===== src/sv/mcc_pkg.sv =====
// ----------------------------------------------------------------------------
// mcc_pkg
// Shared types, constants and helpers of the multichannel convolution block.
// ----------------------------------------------------------------------------
package mcc_pkg;

    // Default sizing of the stores
    localparam int DEF_MAX_WIDTH    = 64;
    localparam int DEF_MAX_HEIGHT   = 64;
    localparam int DEF_MAX_CHANNELS = 4;
    localparam int DEF_MAX_KERNEL   = 8;

    // Field widths
    localparam int OPCODE_W   = 2;
    localparam int ADDR_W     = 14;
    localparam int DATA_W     = 16;
    localparam int POS_W      = 6;
    localparam int VALUE_W    = 15;
    localparam int CFG_IDX_W  = 2;
    localparam int CFG_DATA_W = 7;

    // Config register widths and reset values
    localparam int KSIZE_W  = 4;
    localparam int IMGW_W   = 7;
    localparam int IMGH_W   = 7;
    localparam int CHAN_W   = 3;
    localparam logic [KSIZE_W-1:0] KSIZE_RST = 4'd5;
    localparam logic [IMGW_W-1:0]  IMGW_RST  = 7'd60;
    localparam logic [IMGH_W-1:0]  IMGH_RST  = 7'd60;
    localparam logic [CHAN_W-1:0]  CHAN_RST  = 3'd3;

    // Arithmetic: Q1.14 operands, Q3.28 products, 40-bit accumulator
    localparam int FRAC_W = 14;
    localparam int PROD_W = 2 * DATA_W;
    localparam int ACC_W  = 40;
    localparam logic signed [ACC_W-1:0] ACC_MAX = {1'b0, {(ACC_W-1){1'b1}}};
    localparam logic signed [ACC_W-1:0] ACC_MIN = {1'b1, {(ACC_W-1){1'b0}}};
    localparam logic signed [ACC_W-1:0] ACC_ONE = 40'sd268435456;
    localparam logic [VALUE_W-1:0]      VALUE_ONE = 15'd16384;

    typedef enum logic [OPCODE_W-1:0] {
        OP_LOAD_TAP    = 2'd0,
        OP_LOAD_SAMPLE = 2'd1,
        OP_COMPUTE     = 2'd2
    } t_opcode;

    typedef enum logic [CFG_IDX_W-1:0] {
        CFG_KERNEL_SIZE   = 2'd0,
        CFG_IMAGE_WIDTH   = 2'd1,
        CFG_IMAGE_HEIGHT  = 2'd2,
        CFG_CHANNEL_COUNT = 2'd3
    } t_cfg_index;

    typedef enum logic [1:0] {
        ST_IDLE,
        ST_SETUP,
        ST_RUN,
        ST_DRAIN
    } t_state;

    // Control that travels with the read data into the MAC
    typedef struct packed {
        logic clear;
        logic valid;
        logic last;
    } t_mac_ctl;

    // Register value as used: zero acts as 1, above the limit acts as the limit
    function automatic int unsigned clamp_cfg(int unsigned v, int unsigned hi);
        int unsigned r;
        if (v < 1) begin
            r = 1;
        end else if (v > hi) begin
            r = hi;
        end else begin
            r = v;
        end
        return r;
    endfunction

endpackage


===== src/sv/mcc_mac.sv =====
// ----------------------------------------------------------------------------
// mcc_mac
// Multiply, saturating accumulate and [0,1] clamp of the convolution sum.
// ----------------------------------------------------------------------------
module mcc_mac (
    input  logic                                i_clk,
    input  logic                                i_rst_n,
    input  mcc_pkg::t_mac_ctl                   i_ctl,
    input  logic signed [mcc_pkg::DATA_W-1:0]   i_sample,
    input  logic signed [mcc_pkg::DATA_W-1:0]   i_tap,
    output logic                                o_done,
    output logic [mcc_pkg::VALUE_W-1:0]         o_value
);

    localparam int AW = mcc_pkg::ACC_W;
    localparam int FW = mcc_pkg::FRAC_W;

    logic signed [mcc_pkg::PROD_W-1:0] r_prod;
    logic                              r_pv;
    logic                              r_plast;
    logic                              r_done;
    logic signed [AW-1:0]              r_acc;
    logic signed [AW:0]                sum;
    logic signed [AW-1:0]              n_acc;

    // product stage
    always_ff @(posedge i_clk) begin
        r_prod <= i_sample * i_tap;
    end

    always_ff @(posedge i_clk) begin
        if (!i_rst_n) begin
            r_pv    <= 1'b0;
            r_plast <= 1'b0;
            r_done  <= 1'b0;
        end else begin
            r_pv    <= i_ctl.valid;
            r_plast <= i_ctl.valid & i_ctl.last;
            r_done  <= r_pv & r_plast;
        end
    end

    // accumulate, saturating after every add
    always_comb begin
        sum = (AW+1)'(r_acc) + (AW+1)'(r_prod);
        if (sum[AW] != sum[AW-1]) begin
            n_acc = sum[AW] ? mcc_pkg::ACC_MIN : mcc_pkg::ACC_MAX;
        end else begin
            n_acc = sum[AW-1:0];
        end
    end

    always_ff @(posedge i_clk) begin
        if (i_ctl.clear) begin
            r_acc <= '0;
        end else if (r_pv) begin
            r_acc <= n_acc;
        end
    end

    // clamp to [0, 1.0] and drop to Q1.14
    always_comb begin
        if (r_acc[AW-1]) begin
            o_value = '0;
        end else if (r_acc > mcc_pkg::ACC_ONE) begin
            o_value = mcc_pkg::VALUE_ONE;
        end else begin
            o_value = r_acc[2*FW:FW];
        end
    end

    assign o_done = r_done;

endmodule


===== config.mk =====
export PLATFORM = sky130hd
export DESIGN_NAME = mcc_mac
export DESIGN_NICKNAME = d
export VERILOG_FILES = /design/src/sv/mcc_pkg.sv /design/src/sv/mcc_mac.sv
export SDC_FILE = /design/constraint.sdc
export NUM_CORES = 1
export LEC_CHECK = 0
export BUFFER_PORTS_ARGS = -buffer_cell sky130_fd_sc_hd__clkbuf_2
export CORE_MARGIN = 5
export CORE_UTILIZATION = 59
export DETAILED_ROUTE_END_ITERATION = 16
export MAX_ROUTING_LAYER = met4
export PLACE_DENSITY = 0.77
export SETUP_SLACK_MARGIN = 0.2
export SLEW_MARGIN = 40
export SYNTH_ARGS = -nofsm -noshare
export SYNTH_HDL_FRONTEND = slang
export SYNTH_SLANG_ARGS = --single-unit

===== constraint.sdc =====
create_clock -name i_clk -period 6 [get_ports i_clk]
set_input_delay 0.6 -clock i_clk [delete_from_list [all_inputs] [get_ports i_clk]]
set_output_delay 0.6 -clock i_clk [all_outputs]
set_load 0.01 [all_outputs]

==> reports/results.tsv <==
metric	value	unit
finalSetupViolations	0	
synthTopCellsByCount	inv_1 (294), fa_1 (263), nand2_1 (160)	
layout.nets	2215	
via_per_inst	5.54	
grt_max_degree	53	
drive_gt1_share	17.4	%
wire_per_inst	16.6	um
cts_hold_buf	0	
dp.final_hpwl	28800	um
ys_ff_latch	75	
tightest_slew	788	ps
synth_edf_count	0	
async_flop_share	0	%
fin_hold_ws	483	ps
finalHoldViolCount	0	
place_ws	-534	ps
core-area	0.0243	sq mm
max_cap_violations	0	
cts_tree	yes	
antenna_found_initial	0	
grt-ovfl-total	0	
ctsHtreeMaxLevel	3	
syn-num-nets	2085	
cts_max_path_buffers	2	
max_slew_margin	47.5	%
critPathKind	primary input to flop	
synth_most_common_cell	inv_1	
syn_to_final_growth	16.8	%
globalRouteTotalUtil	25.8	%
portBuffers	52	
hold_end	o_done$_SDFF_PN0_	
status	completed	
ant_nets	0	
worst_hold_startpoint	r_plast$_SDFF_PN0_	
timing.rr.start	r_acc[0]$_SDFFE_PP0P_	
fin_crit	5900	ps
cp.required	6220	ps
fin_ws	98.9	ps
endpoint_kind	flop	
io_pins	53	
drt_first_pass_iters	5	
regArea	0.00151	sq mm
yosysTopAreaCell	fa_1	
ys_top_cells_by_area	fa_1 (36%), ha_1 (10%), dfxtp_1 (10%)	
die_h	167	um
multi_input_area	0.0121	sq mm
wl	35300	um
drt_first_iter_violations	771	
period_share	98.4	%
cts_root_buf	clkbuf_16	
synth_top_area_share	36.1	%
clk_pin_slew	60	ps
rsz0062_at_grt	true	
hold_class	flop to flop	
fillers	1808	
drt_drc_violations_left	0	
cts_sinks	75	
placementRows	57	
gp_congestion	0.948	
place_area	0.0160	sq mm
worstPathMaxFanout	10	
cts_buffers	9	
skew	6.21	ps
grt_pass1_wl	58900	um
diodes	0	
max_freq	169	MHz
syn_area	0.0146	sq mm
ff2ff_setup_slack	2170	ps
ys_seq_area_share	10.3	%
synth_cell_types	69	
avgSynthCellArea	8.76	sq um
worstPathArrival	6120	ps
rr_worst_depth	14	
grt_pass1_vias	12369	
fin_area	0.0170	sq mm
synthCells	1663	
yosys_most_used_dff	dfxtp_1	
whs_path_depth	1	
r2r-end	r_acc[36]$_SDFFE_PP0P_	
slew_violations	0	
vias	11747	
die_w	167	um
insertion_delay	340	ps
initial_core_util	59.9	%
worstSetupStartpointType	primary input	
ys_warn_count	0	
die-area	0.0279	sq mm
-- layout make-up --
cell class | instances | area share [%]
multi-input combinational | 1234 | 71.2
clock buffer | 10 | 1.47
sequential | 75 | 8.84
tap | 324 | 2.38
clock inverter | 6 | 0.507
timing repair buffer | 179 | 9.11
inverter | 294 | 6.50
-- sequential cells by signal, indices dropped and copies added, names as in the netlist --
| name | count |
|---|---|
| r_acc | 40 |
| r_prod | 32 |
| o_done | 1 |
| r_plast | 1 |
| r_pv | 1 |
-- routing by layer --
metal	up-vias	part of all wire [%]	track usage (%)
li1	5539	-	-
met1	5817	44	34.2
met2	342	50	43.9
met3	49	4.7	2.43
met4	0	1.7	5.72
met5	-	0	-
-- per-stage QoR --
stage | std cells | util [%] | TNS [ps]
2_1_floorplan | 1663 | - | -120
3_3_place_gp | 2092 | 65.9 | -2250
3_5_place_dp | 2092 | 65.9 | -2930
4_1_cts | 2110 | 68.4 | 0
5_1_grt | 2122 | 70.0 | -284
6_report | 2122 | 70.0 | 0
-- critical path, stage by stage --
cell	delay, ps
clkbuf_8	150
nand2_1	80
fa_1	550
inv_1	60
fa_1	480
fa_1	590
fa_2	440
fa_1	520
inv_2	40
fa_1	510
inv_2	50
ha_4	230
and3_4	160
and2_4	160
a21oi_4	130
o31ai_4	100
o31ai_2	190
nand3_1	120
or4_4	440
a311oi_2	250
a21oi_1	120
xnor2_1	130
-- cell families after synthesis --
family                     count (synthesis)  share of synthesized area, %
and+or+nand+nor                          523                          18.1
adders and majority gates                388                          46.8
buffers and inverters                    354                          9.23
AOI/OAI and AO/OA                        259                          11.6
DFF                                       75                          10.3
xor gates and xnor gates                  62                          3.73
muxes                                      2                         0.146
-- what timing repair did --
action                                  in CTS  in global routing
cloned                                       0                  1
resized for setup                           71                 96
setup buffers                                2                 11
pin swaps                                   18                 46
endpoints found under the hold margin        0                  0
endpoints found under the setup margin       8                 10
-- worst max path at each step --
stage	from	to	slack [ps]	cells after the start
6_report	i_sample[10]	r_prod[31]$_DFF_P_	100	22
5_1_grt	i_tap[2]	r_prod[31]$_DFF_P_	-140	23
4_1_cts	i_sample[15]	r_prod[30]$_DFF_P_	90	22
3_5_place_dp	i_tap[1]	r_prod[31]$_DFF_P_	-530	22
3_3_place_gp	i_tap[2]	r_prod[30]$_DFF_P_	-460	23
2_1_floorplan	i_sample[15]	r_prod[31]$_DFF_P_	-120	22
-- placed cells by master (no fill, tap or decap), types with 10 or more instances in the layout --
cell type / Yosys / routed
and3_1: 12 / 10
nand2_1: 160 / 151
buf_6: 1 / 25
nor2b_1: 12 / 12
nor4_1: 11 / 11
o21a_1: 12 / 12
inv_1: 294 / 284
buf_4: 1 / 108
a21o_1: 29 / 29
xnor2_1: 47 / 47
nor3_1: 29 / 29
dfxtp_1: 75 / 74
nor2_1: 98 / 95
clkbuf_16: 0 / 11
xor2_1: 15 / 15
ha_1: 122 / 112
nor3_2: 10 / 10
clkbuf_2: 0 / 23
fa_2: 0 / 14
a21oi_1: 90 / 82
and2_1: 147 / 134
o21ai_0: 47 / 40
nand4_1: 10 / 10
fa_1: 263 / 249
and2_4: 0 / 13
Power is not shown: default switching activity piles up to over one toggle a cycle in this logic, so the estimate is an artifact.
